**config.mk**
```make
export PLATFORM = sky130hd
export DESIGN_NAME = step_dir_counter_reporter_flat
export DESIGN_NICKNAME = d
export VERILOG_FILES = /design/src/rtl/sdcr_pkg.sv /design/src/rtl/sdcr_if.sv /design/src/rtl/sdcr_lane.sv /design/src/rtl/sdcr_framer.sv /design/src/rtl/step_dir_counter_reporter.sv /design/src/flat_wrapper.sv
export SDC_FILE = /design/constraint.sdc
export NUM_CORES = 1
export LEC_CHECK = 0
export ABC_AREA = 1
export BUFFER_PORTS_ARGS = -buffer_cell sky130_fd_sc_hd__buf_2
export CAP_MARGIN = 20
export CORE_UTILIZATION = 35
export CTS_CLUSTER_SIZE = 25
export DETAILED_ROUTE_END_ITERATION = 12
export GPL_TIMING_DRIVEN = 0
export PLACE_DENSITY = 0.5
export SLEW_MARGIN = 40
export SYNTH_ARGS = -nofsm -noshare
export SYNTH_HDL_FRONTEND = slang
export SYNTH_SLANG_ARGS = --single-unit
export TNS_END_PERCENT = 1
```
**constraint.sdc**
```tcl
create_clock -name clock -period 8.1 [get_ports clock]
set_clock_uncertainty 0.15 [all_clocks]
set_input_delay 0.405 -clock clock [delete_from_list [all_inputs] [get_ports clock]]
set_output_delay 0.405 -clock clock [all_outputs]
set_load 0.01 [all_outputs]
```
**src/rtl/sdcr_pkg.sv**
```systemverilog
// Shared constants, types and the checksum mix function for the
// step/direction counter reporter. No dependencies.
package sdcr_pkg;

   // Channel count default and fixed field widths
   localparam int NUM_CHANNELS_DEF = 6;
   localparam int PIN_W            = 6;
   localparam int WORD_W           = 16;
   localparam int BYTE_W           = 8;

   // Request action codes
   localparam logic ACT_SAMPLE = 1'b0;
   localparam logic ACT_REPORT = 1'b1;

   // Frame and checksum constants
   localparam logic [BYTE_W-1:0] FRAME_SYNC = 8'hED;
   localparam logic [WORD_W-1:0] CK_SEED    = 16'hBAD1;
   localparam logic [WORD_W-1:0] CK_MUL     = 16'h6967;
   localparam logic [WORD_W-1:0] CK_ADD     = 16'h1551;

   // Control for one counter lane
   typedef struct packed {
      logic en;
      logic step;
      logic dir;
   } lane_ctl_type;

   // Fold one word into the running checksum, modulo 2^16
   function automatic logic [WORD_W-1:0] ck_mix(input logic [WORD_W-1:0] sum,
                                                input logic [WORD_W-1:0] word);
      logic [WORD_W-1:0]   t;
      logic [2*WORD_W-1:0] p;
      t = sum + word;
      p = t * CK_MUL;
      return p[WORD_W-1:0] + CK_ADD;
   endfunction

endpackage

```
**src/rtl/sdcr_if.sv**
```systemverilog
// Valid/ready channel interfaces for the request and response sides.
// Depends on sdcr_pkg.
interface sdcr_req_if;
   logic                       valid;
   logic                       ready;
   logic                       action;
   logic [sdcr_pkg::PIN_W-1:0] step_pins;
   logic [sdcr_pkg::PIN_W-1:0] dir_pins;

   modport source (output valid, action, step_pins, dir_pins, input ready);
   modport sink   (input valid, action, step_pins, dir_pins, output ready);
endinterface

interface sdcr_rsp_if;
   logic                        valid;
   logic                        ready;
   logic [sdcr_pkg::BYTE_W-1:0] frame_byte;
   logic                        frame_last;

   modport source (output valid, frame_byte, frame_last, input ready);
   modport sink   (input valid, frame_byte, frame_last, output ready);
endinterface

```
**src/rtl/sdcr_lane.sv**
```systemverilog
// One step/direction channel: step edge detect and 16-bit position counter.
// Depends on sdcr_pkg.
module sdcr_lane (
   input  logic                         clock,
   input  logic                         reset,
   input  sdcr_pkg::lane_ctl_type       ctl,
   output logic [sdcr_pkg::WORD_W-1:0]  count
);

   logic                        prev_ff, prev_in;
   logic [sdcr_pkg::WORD_W-1:0] count_ff, count_in;
   logic                        rising;

   // Detect a rising step edge against the last sampled level
   assign rising = ctl.en && ctl.step && !prev_ff;

   // Advance the counter up or down on each edge, hold the level on each sample
   always_comb begin
      prev_in  = prev_ff;
      count_in = count_ff;
      if (ctl.en) begin
         prev_in = ctl.step;
      end
      if (rising) begin
         if (ctl.dir) begin
            count_in = count_ff + 1'b1;
         end else begin
            count_in = count_ff - 1'b1;
         end
      end
   end

   always_ff @(posedge clock) begin
      if (reset) begin
         prev_ff  <= 1'b0;
         count_ff <= '0;
      end else begin
         prev_ff  <= prev_in;
         count_ff <= count_in;
      end
   end

   assign count = count_ff;

endmodule

```
**src/rtl/sdcr_framer.sv**
```systemverilog
// Merge stage: snapshots all lane counters and sends them as a checksummed
// byte frame, one byte per response word. Depends on sdcr_pkg, sdcr_if.
module sdcr_framer #(
   parameter int NUM_CHANNELS = sdcr_pkg::NUM_CHANNELS_DEF
) (
   input  logic                                          clock,
   input  logic                                          reset,
   input  logic                                          start,
   input  logic [NUM_CHANNELS-1:0][sdcr_pkg::WORD_W-1:0] counts,
   output logic                                          busy,
   sdcr_rsp_if.source                                    rsp
);

   localparam int FRAME_BYTES = 2 * NUM_CHANNELS + 4;
   localparam int IDX_W       = $clog2(FRAME_BYTES);
   localparam int WIDX_W      = (NUM_CHANNELS > 1) ? $clog2(NUM_CHANNELS) : 1;
   localparam logic [sdcr_pkg::BYTE_W-1:0] PAY_LEN = sdcr_pkg::BYTE_W'(2 * NUM_CHANNELS + 2);
   localparam logic [sdcr_pkg::WORD_W-1:0] HDR_SUM =
      sdcr_pkg::ck_mix(sdcr_pkg::CK_SEED, {PAY_LEN, sdcr_pkg::FRAME_SYNC});
   localparam logic [IDX_W-1:0] IDX_LEN     = IDX_W'(1);
   localparam logic [IDX_W-1:0] IDX_FIRST_H = IDX_W'(3);
   localparam logic [IDX_W-1:0] IDX_LAST_H  = IDX_W'(FRAME_BYTES - 3);
   localparam logic [IDX_W-1:0] IDX_CK_LO   = IDX_W'(FRAME_BYTES - 2);
   localparam logic [IDX_W-1:0] IDX_CK_HI   = IDX_W'(FRAME_BYTES - 1);

   logic                                          busy_ff, busy_in;
   logic [IDX_W-1:0]                              idx_ff, idx_in;
   logic [sdcr_pkg::WORD_W-1:0]                   sum_ff, sum_in;
   logic [NUM_CHANNELS-1:0][sdcr_pkg::WORD_W-1:0] words_ff, words_in;

   logic [IDX_W-1:0]            off;
   logic [WIDX_W-1:0]           widx;
   logic [sdcr_pkg::WORD_W-1:0] cur_word;
   logic                        fire;
   logic                        is_last;

   // Select the counter word that the current byte belongs to
   assign off      = idx_ff - IDX_W'(2);
   assign widx     = WIDX_W'(off >> 1);
   assign cur_word = (widx < NUM_CHANNELS) ? words_ff[widx] : '0;
   assign is_last  = (idx_ff == IDX_CK_HI);
   assign fire     = busy_ff && rsp.ready;

   // Pick the byte in send order
   always_comb begin
      if (idx_ff == '0) begin
         rsp.frame_byte = sdcr_pkg::FRAME_SYNC;
      end else if (idx_ff == IDX_LEN) begin
         rsp.frame_byte = PAY_LEN;
      end else if (idx_ff == IDX_CK_LO) begin
         rsp.frame_byte = sum_ff[7:0];
      end else if (idx_ff == IDX_CK_HI) begin
         rsp.frame_byte = sum_ff[15:8];
      end else if (idx_ff[0]) begin
         rsp.frame_byte = cur_word[15:8];
      end else begin
         rsp.frame_byte = cur_word[7:0];
      end
   end

   assign rsp.valid      = busy_ff;
   assign rsp.frame_last = is_last;
   assign busy           = busy_ff;

   // Load the snapshot on start, advance one byte per taken word, fold each
   // counter into the checksum as its high byte goes out
   always_comb begin
      busy_in  = busy_ff;
      idx_in   = idx_ff;
      sum_in   = sum_ff;
      words_in = words_ff;
      if (start) begin
         busy_in  = 1'b1;
         idx_in   = '0;
         sum_in   = HDR_SUM;
         words_in = counts;
      end else if (fire) begin
         if (is_last) begin
            busy_in = 1'b0;
         end else begin
            idx_in = idx_ff + 1'b1;
         end
         if (idx_ff[0] && idx_ff >= IDX_FIRST_H && idx_ff <= IDX_LAST_H) begin
            sum_in = sdcr_pkg::ck_mix(sum_ff, cur_word);
         end
      end
   end

   always_ff @(posedge clock) begin
      if (reset) begin
         busy_ff <= 1'b0;
         idx_ff  <= '0;
      end else begin
         busy_ff <= busy_in;
         idx_ff  <= idx_in;
      end
   end

   always_ff @(posedge clock) begin
      sum_ff   <= sum_in;
      words_ff <= words_in;
   end

   // Frame ends exactly after its last byte is taken
   a_last_ends: assert property (@(posedge clock) disable iff (reset)
      (fire && is_last && !start) |=> !busy_ff)
      else $error("framer still busy after last byte");

   // A start opens a frame at the sync byte
   a_start_opens: assert property (@(posedge clock) disable iff (reset)
      start |=> (busy_ff && idx_ff == '0))
      else $error("frame did not open at sync byte");

   // A start is only issued while idle
   a_start_idle: assert property (@(posedge clock) disable iff (reset)
      start |-> !busy_ff)
      else $error("report started during a frame");

   // A stalled byte keeps its position and checksum
   a_stall_hold: assert property (@(posedge clock) disable iff (reset)
      (busy_ff && !rsp.ready) |=> ($stable(idx_ff) && $stable(sum_ff)))
      else $error("frame position moved while stalled");

endmodule

```
**src/rtl/step_dir_counter_reporter.sv**
```systemverilog
// Step/direction position counter with framed byte report.
// Timing: a sample updates its counters at the edge that accepts it; a report
// shows its first byte in the cycle after acceptance.
// Throughput: one sample per cycle at all times, also while a frame is sent;
// a report sends 2*NUM_CHANNELS+4 bytes (16 at six channels), one byte per
// taken response word, and a further report waits until the last byte is taken.
// Reset (synchronous): counters and step levels clear to zero, framer idles.
module step_dir_counter_reporter #(
   parameter int NUM_CHANNELS = sdcr_pkg::NUM_CHANNELS_DEF
) (
   input  logic       clock,
   input  logic       reset,
   sdcr_req_if.sink   req,
   sdcr_rsp_if.source rsp
);

   logic                                          accept;
   logic                                          sample_en;
   logic                                          start;
   logic                                          busy;
   logic [NUM_CHANNELS-1:0][sdcr_pkg::WORD_W-1:0] counts;

   // Take samples always; hold reports while a frame is in flight
   assign req.ready = !busy || (req.action != sdcr_pkg::ACT_REPORT);
   assign accept    = req.valid && req.ready;
   assign sample_en = accept && (req.action == sdcr_pkg::ACT_SAMPLE);
   assign start     = accept && (req.action == sdcr_pkg::ACT_REPORT);

   // One counter lane per channel
   for (genvar i = 0; i < NUM_CHANNELS; i++) begin : g_lane
      sdcr_pkg::lane_ctl_type ctl;
      assign ctl.en   = sample_en;
      assign ctl.step = req.step_pins[i];
      assign ctl.dir  = req.dir_pins[i];

      sdcr_lane u_lane (
         .clock (clock),
         .reset (reset),
         .ctl   (ctl),
         .count (counts[i])
      );
   end

   // Merge the lanes into one report frame
   sdcr_framer #(
      .NUM_CHANNELS (NUM_CHANNELS)
   ) u_framer (
      .clock  (clock),
      .reset  (reset),
      .start  (start),
      .counts (counts),
      .busy   (busy),
      .rsp    (rsp)
   );

endmodule

```
**src/flat_wrapper.sv**
```systemverilog
// flat-port wrapper written by rule: the top's interface ports become plain ports
module step_dir_counter_reporter_flat 
#(
   parameter int NUM_CHANNELS = sdcr_pkg::NUM_CHANNELS_DEF
)
  (clock, reset, req_valid, req_action, req_step_pins, req_dir_pins, req_ready, rsp_valid, rsp_frame_byte, rsp_frame_last, rsp_ready);
  sdcr_req_if req_i ();
  sdcr_rsp_if rsp_i ();
  input  logic clock;
  input  logic reset;
  input wire logic [$bits(req_i.valid)-1:0] req_valid;
  input wire logic [$bits(req_i.action)-1:0] req_action;
  input wire logic [$bits(req_i.step_pins)-1:0] req_step_pins;
  input wire logic [$bits(req_i.dir_pins)-1:0] req_dir_pins;
  output wire logic [$bits(req_i.ready)-1:0] req_ready;
  output wire logic [$bits(rsp_i.valid)-1:0] rsp_valid;
  output wire logic [$bits(rsp_i.frame_byte)-1:0] rsp_frame_byte;
  output wire logic [$bits(rsp_i.frame_last)-1:0] rsp_frame_last;
  input wire logic [$bits(rsp_i.ready)-1:0] rsp_ready;
  assign req_i.valid = req_valid;
  assign req_i.action = req_action;
  assign req_i.step_pins = req_step_pins;
  assign req_i.dir_pins = req_dir_pins;
  assign req_ready = req_i.ready;
  assign rsp_valid = rsp_i.valid;
  assign rsp_frame_byte = rsp_i.frame_byte;
  assign rsp_frame_last = rsp_i.frame_last;
  assign rsp_i.ready = rsp_ready;
  step_dir_counter_reporter #(.NUM_CHANNELS(NUM_CHANNELS)) u_core (.clock(clock), .reset(reset), .req(req_i), .rsp(rsp_i));
endmodule
```
==> results.toml <==
[logic_synthesis]
async_reset_ff_frac = 0
synth_enable_flop_cells = 96
avgSynthCellArea_um2 = 7.92
seq_area_frac_synth = 0.339
synth_common_cells = "nand2_1 (303), inv_1 (283), nor2_1 (225)"
synth_cells = 1994
ys_types = 50
yosysWarnings = 0
synth_nets = 2228
synth_top_area_share = 0.183
ys_ff_latch = 219
yosysTopAreaCell = "edfxtp_1"
synth_area_um2 = 15800
synth.area.top_cells = "edfxtp_1 (18%), dfxtp_1 (16%), ha_1 (13%), nand2_1 (7.2%), inv_1 (6.7%)"
synthFlopType = "dfxtp_1"
synth_most_common_cell = "nand2_1"

[floorplan]
fp.dieArea_um2 = 46000
ios = 28
die-width_um = 214
start_util = 0.356
coreArea_um2 = 44300
fp-row-count = 77
dieHeight_um = 214

[global_route]
grt_pass1_vias = 13008
overflow = 0
grt_max_degree = 55
grt_pass1_wl_um = 70500
antenna_found_initial = 0
track_usage = 0.193

[worst_setup_path]
cp-startpoint = "u_core.u_framer.idx_ff[1]$_SDFFE_PP0P_"
r2r_end = "u_core.u_framer.sum_ff[14]$_SDFFE_PP0P_"
cp_slowest_cell = "fa_1"
critPathMaxFanout = 13
worst_ep_arrival_time_ps = 8160
path_class = "register to register"
r2r-start = "u_core.u_framer.idx_ff[1]$_SDFFE_PP0P_"
end_kind = "register"
rrSetupSlack_ps = 300
max_stage_delay_ps = 570
crit_path_start_kind = "register"
required_ps = 8460
crit_end = "u_core.u_framer.sum_ff[14]$_SDFFE_PP0P_"
r2r_cells = 36

[finish]
nFillCells = 4629
multiInputGateArea_um2 = 9420
register_area_um2 = 5350
nNetsFinal = 2309
area.growth.synth_to_final_pct = 14.5
diodes = 0
drive_above_1_share = 0.0840
final_core_util = 0.408

[power]
p_per_area_nw_per_um2 = 254
p_clk_frac = 0.260
p_int_mw = 2.72
vdd_drop_max_v = 0.000345
p_total_mw = 4.58
swShare = 0.405
leakagePower_nw = 8.68
share_comb_of_total_power = 0.466
p_sw_mw = 1.86
sequentialPowerShare = 0.274

[routing]
route.detailed.drc = 0
antenna_left = 0
drtIter0Drc = 764
avgViaCountPerCell = 4.99
drt-total-wl_um = 44000
wl_per_cell_um = 16.4
drt-pass1-iter-count = 6
num_vias = 13419

[place]
dp_hpwl_um = 34000
port_buffers = 27
place_congestion = 0.949

[sta]
hold_violations = 0
max-slew-margin-rel = 0.470
period_share = 0.963
drv_slew = 0
max_clock_freq_ghz = 0.128
setup_violations = 0
worst_slew_pin_slew_ps = 794
timing.final.crit_period_ps = 7800

[clock_network]
cts_max_level = 1
insertion_delay_ps = 560
cts_buffers = 27
cts_tree = "built"
cts-root-buf = "clkbuf_16"
cts_num_sinks = 219
clock_path_buffers = 3
path_clk_slew_ps = 60

[min_path]
min_path_type = "input pin to register"
worstHoldStart = "req_action"

[outcome]
outcome = "complete, no violations"

[job]
drv_cap = 0
[area by class of cell]
class                      count  share of cell area
clock inverter                12             0.00575
timing repair buffer          52              0.0198
sequential                   219               0.296
tap                          592              0.0410
inverter                     290              0.0606
multi-input combinational   1436               0.521
buffer                        49              0.0136
clock buffer                  38              0.0419
[through the flow]
step                      setup TNS, ps  cell area [um^2]  hold WS, ps  cells  setup slack (ps)
after floorplan                       0             15800          258   1994               282
after global placement            -5880             16700          271   2613             -1330
after detailed placement          -6420             16700          269   2614             -1330
after CTS                             0             17800          122   2676              3.92
after global routing              -35.9             18100          164   2688             -18.4
final                                 0             18100          143   2688               302
[worst max-delay path: cells and delay by family (launching register included)]
family | cells | cell delay (ps)
fa+ha+maj | 9 | 4030
simple gates | 12 | 1360
buf+inv | 9 | 880
compound gates | 5 | 710
flops | 1 | 370
xor+xnor | 1 | 240
[logic make-up (layout without fill, tap and decap cells)]
logic type / count (synthesis) / count (layout) / share of synthesized area
compound gates: 480 / 480 / 0.167
xor+xnor: 82 / 82 / 0.0465
fa+ha+maj: 217 / 217 / 0.195
buf+inv: 339 / 441 / 0.0823
flops: 219 / 219 / 0.339
simple gates: 657 / 657 / 0.170
[worst min path at each step]
stage	end	depth (start not counted)	slack (ps)
2_1_floorplan	u_core.u_framer.words_ff[47]$_DFFE_PP_	0	260
3_3_place_gp	u_core.u_framer.words_ff[79]$_DFFE_PP_	0	270
3_5_place_dp	u_core.u_framer.words_ff[79]$_DFFE_PP_	0	270
4_1_cts	u_core.g_lane[1].u_lane.prev_ff$_SDFFE_PP0P_	4	120
5_1_grt	u_core.g_lane[5].u_lane.prev_ff$_SDFFE_PP0P_	4	160
6_report	u_core.g_lane[3].u_lane.prev_ff$_SDFFE_PP0P_	4	140
[power by group through the flow]
stage / clock [mW] / combinational [mW] / sequential [mW]
floorplan: 0 / 1.55 / 1.26
global placement: 0 / 2.03 / 1.28
detailed placement: 0 / 2.06 / 1.28
CTS: 1.22 / 2.12 / 1.25
global route: 1.26 / 2.47 / 1.26
finish: 1.19 / 2.13 / 1.25
[layer usage]
layer | vias up | wire length [um] | track usage
met3 | 71 | 1560 | 0.0196
li1 | 6849 | - | -
met2 | 214 | 19400 | 0.310
met4 | 0 | 1460 | 0.0645
met1 | 6285 | 21600 | 0.272
met5 | - | 0 | 0
[registers in the layout, indices dropped and copies added (netlist names)]
register	count
u_core.u_framer.busy	1
u_core.g_lane.u_lane.count	96
u_core.g_lane.u_lane.prev_ff	6
u_core.u_framer.idx_ff	4
u_core.u_framer.words_ff	96
u_core.u_framer.sum_ff	16
[cell usage in the layout (no fill, tap or decap), types with 13 or more instances in the layout]
cell	instances
nand2_1	297
inv_1	280
nor2_1	225
o21ai_0	182
a21oi_1	180
ha_1	158
dfxtp_1	122
edfxtp_1	96
nand3_1	78
xor2_1	48
fa_1	48
buf_2	40
clkbuf_1	30
clkbuf_16	28
xnor2_1	27
o21ai_1	23
buf_4	20
o31ai_1	15
o22ai_1	13
nand4_1	13
o211ai_1	13
[repair_timing]
action / CTS / global route
resized for setup: 44 / 33
endpoints found under the hold margin: 6 / 0
gates cloned: 0 / 0
buffers inserted: 6 / 12
hold buffers: 6 / 0
endpoints found under the setup margin: 8 / 4
pin swaps: 11 / 21
Note: power is estimated with default switching activity, not from simulation.
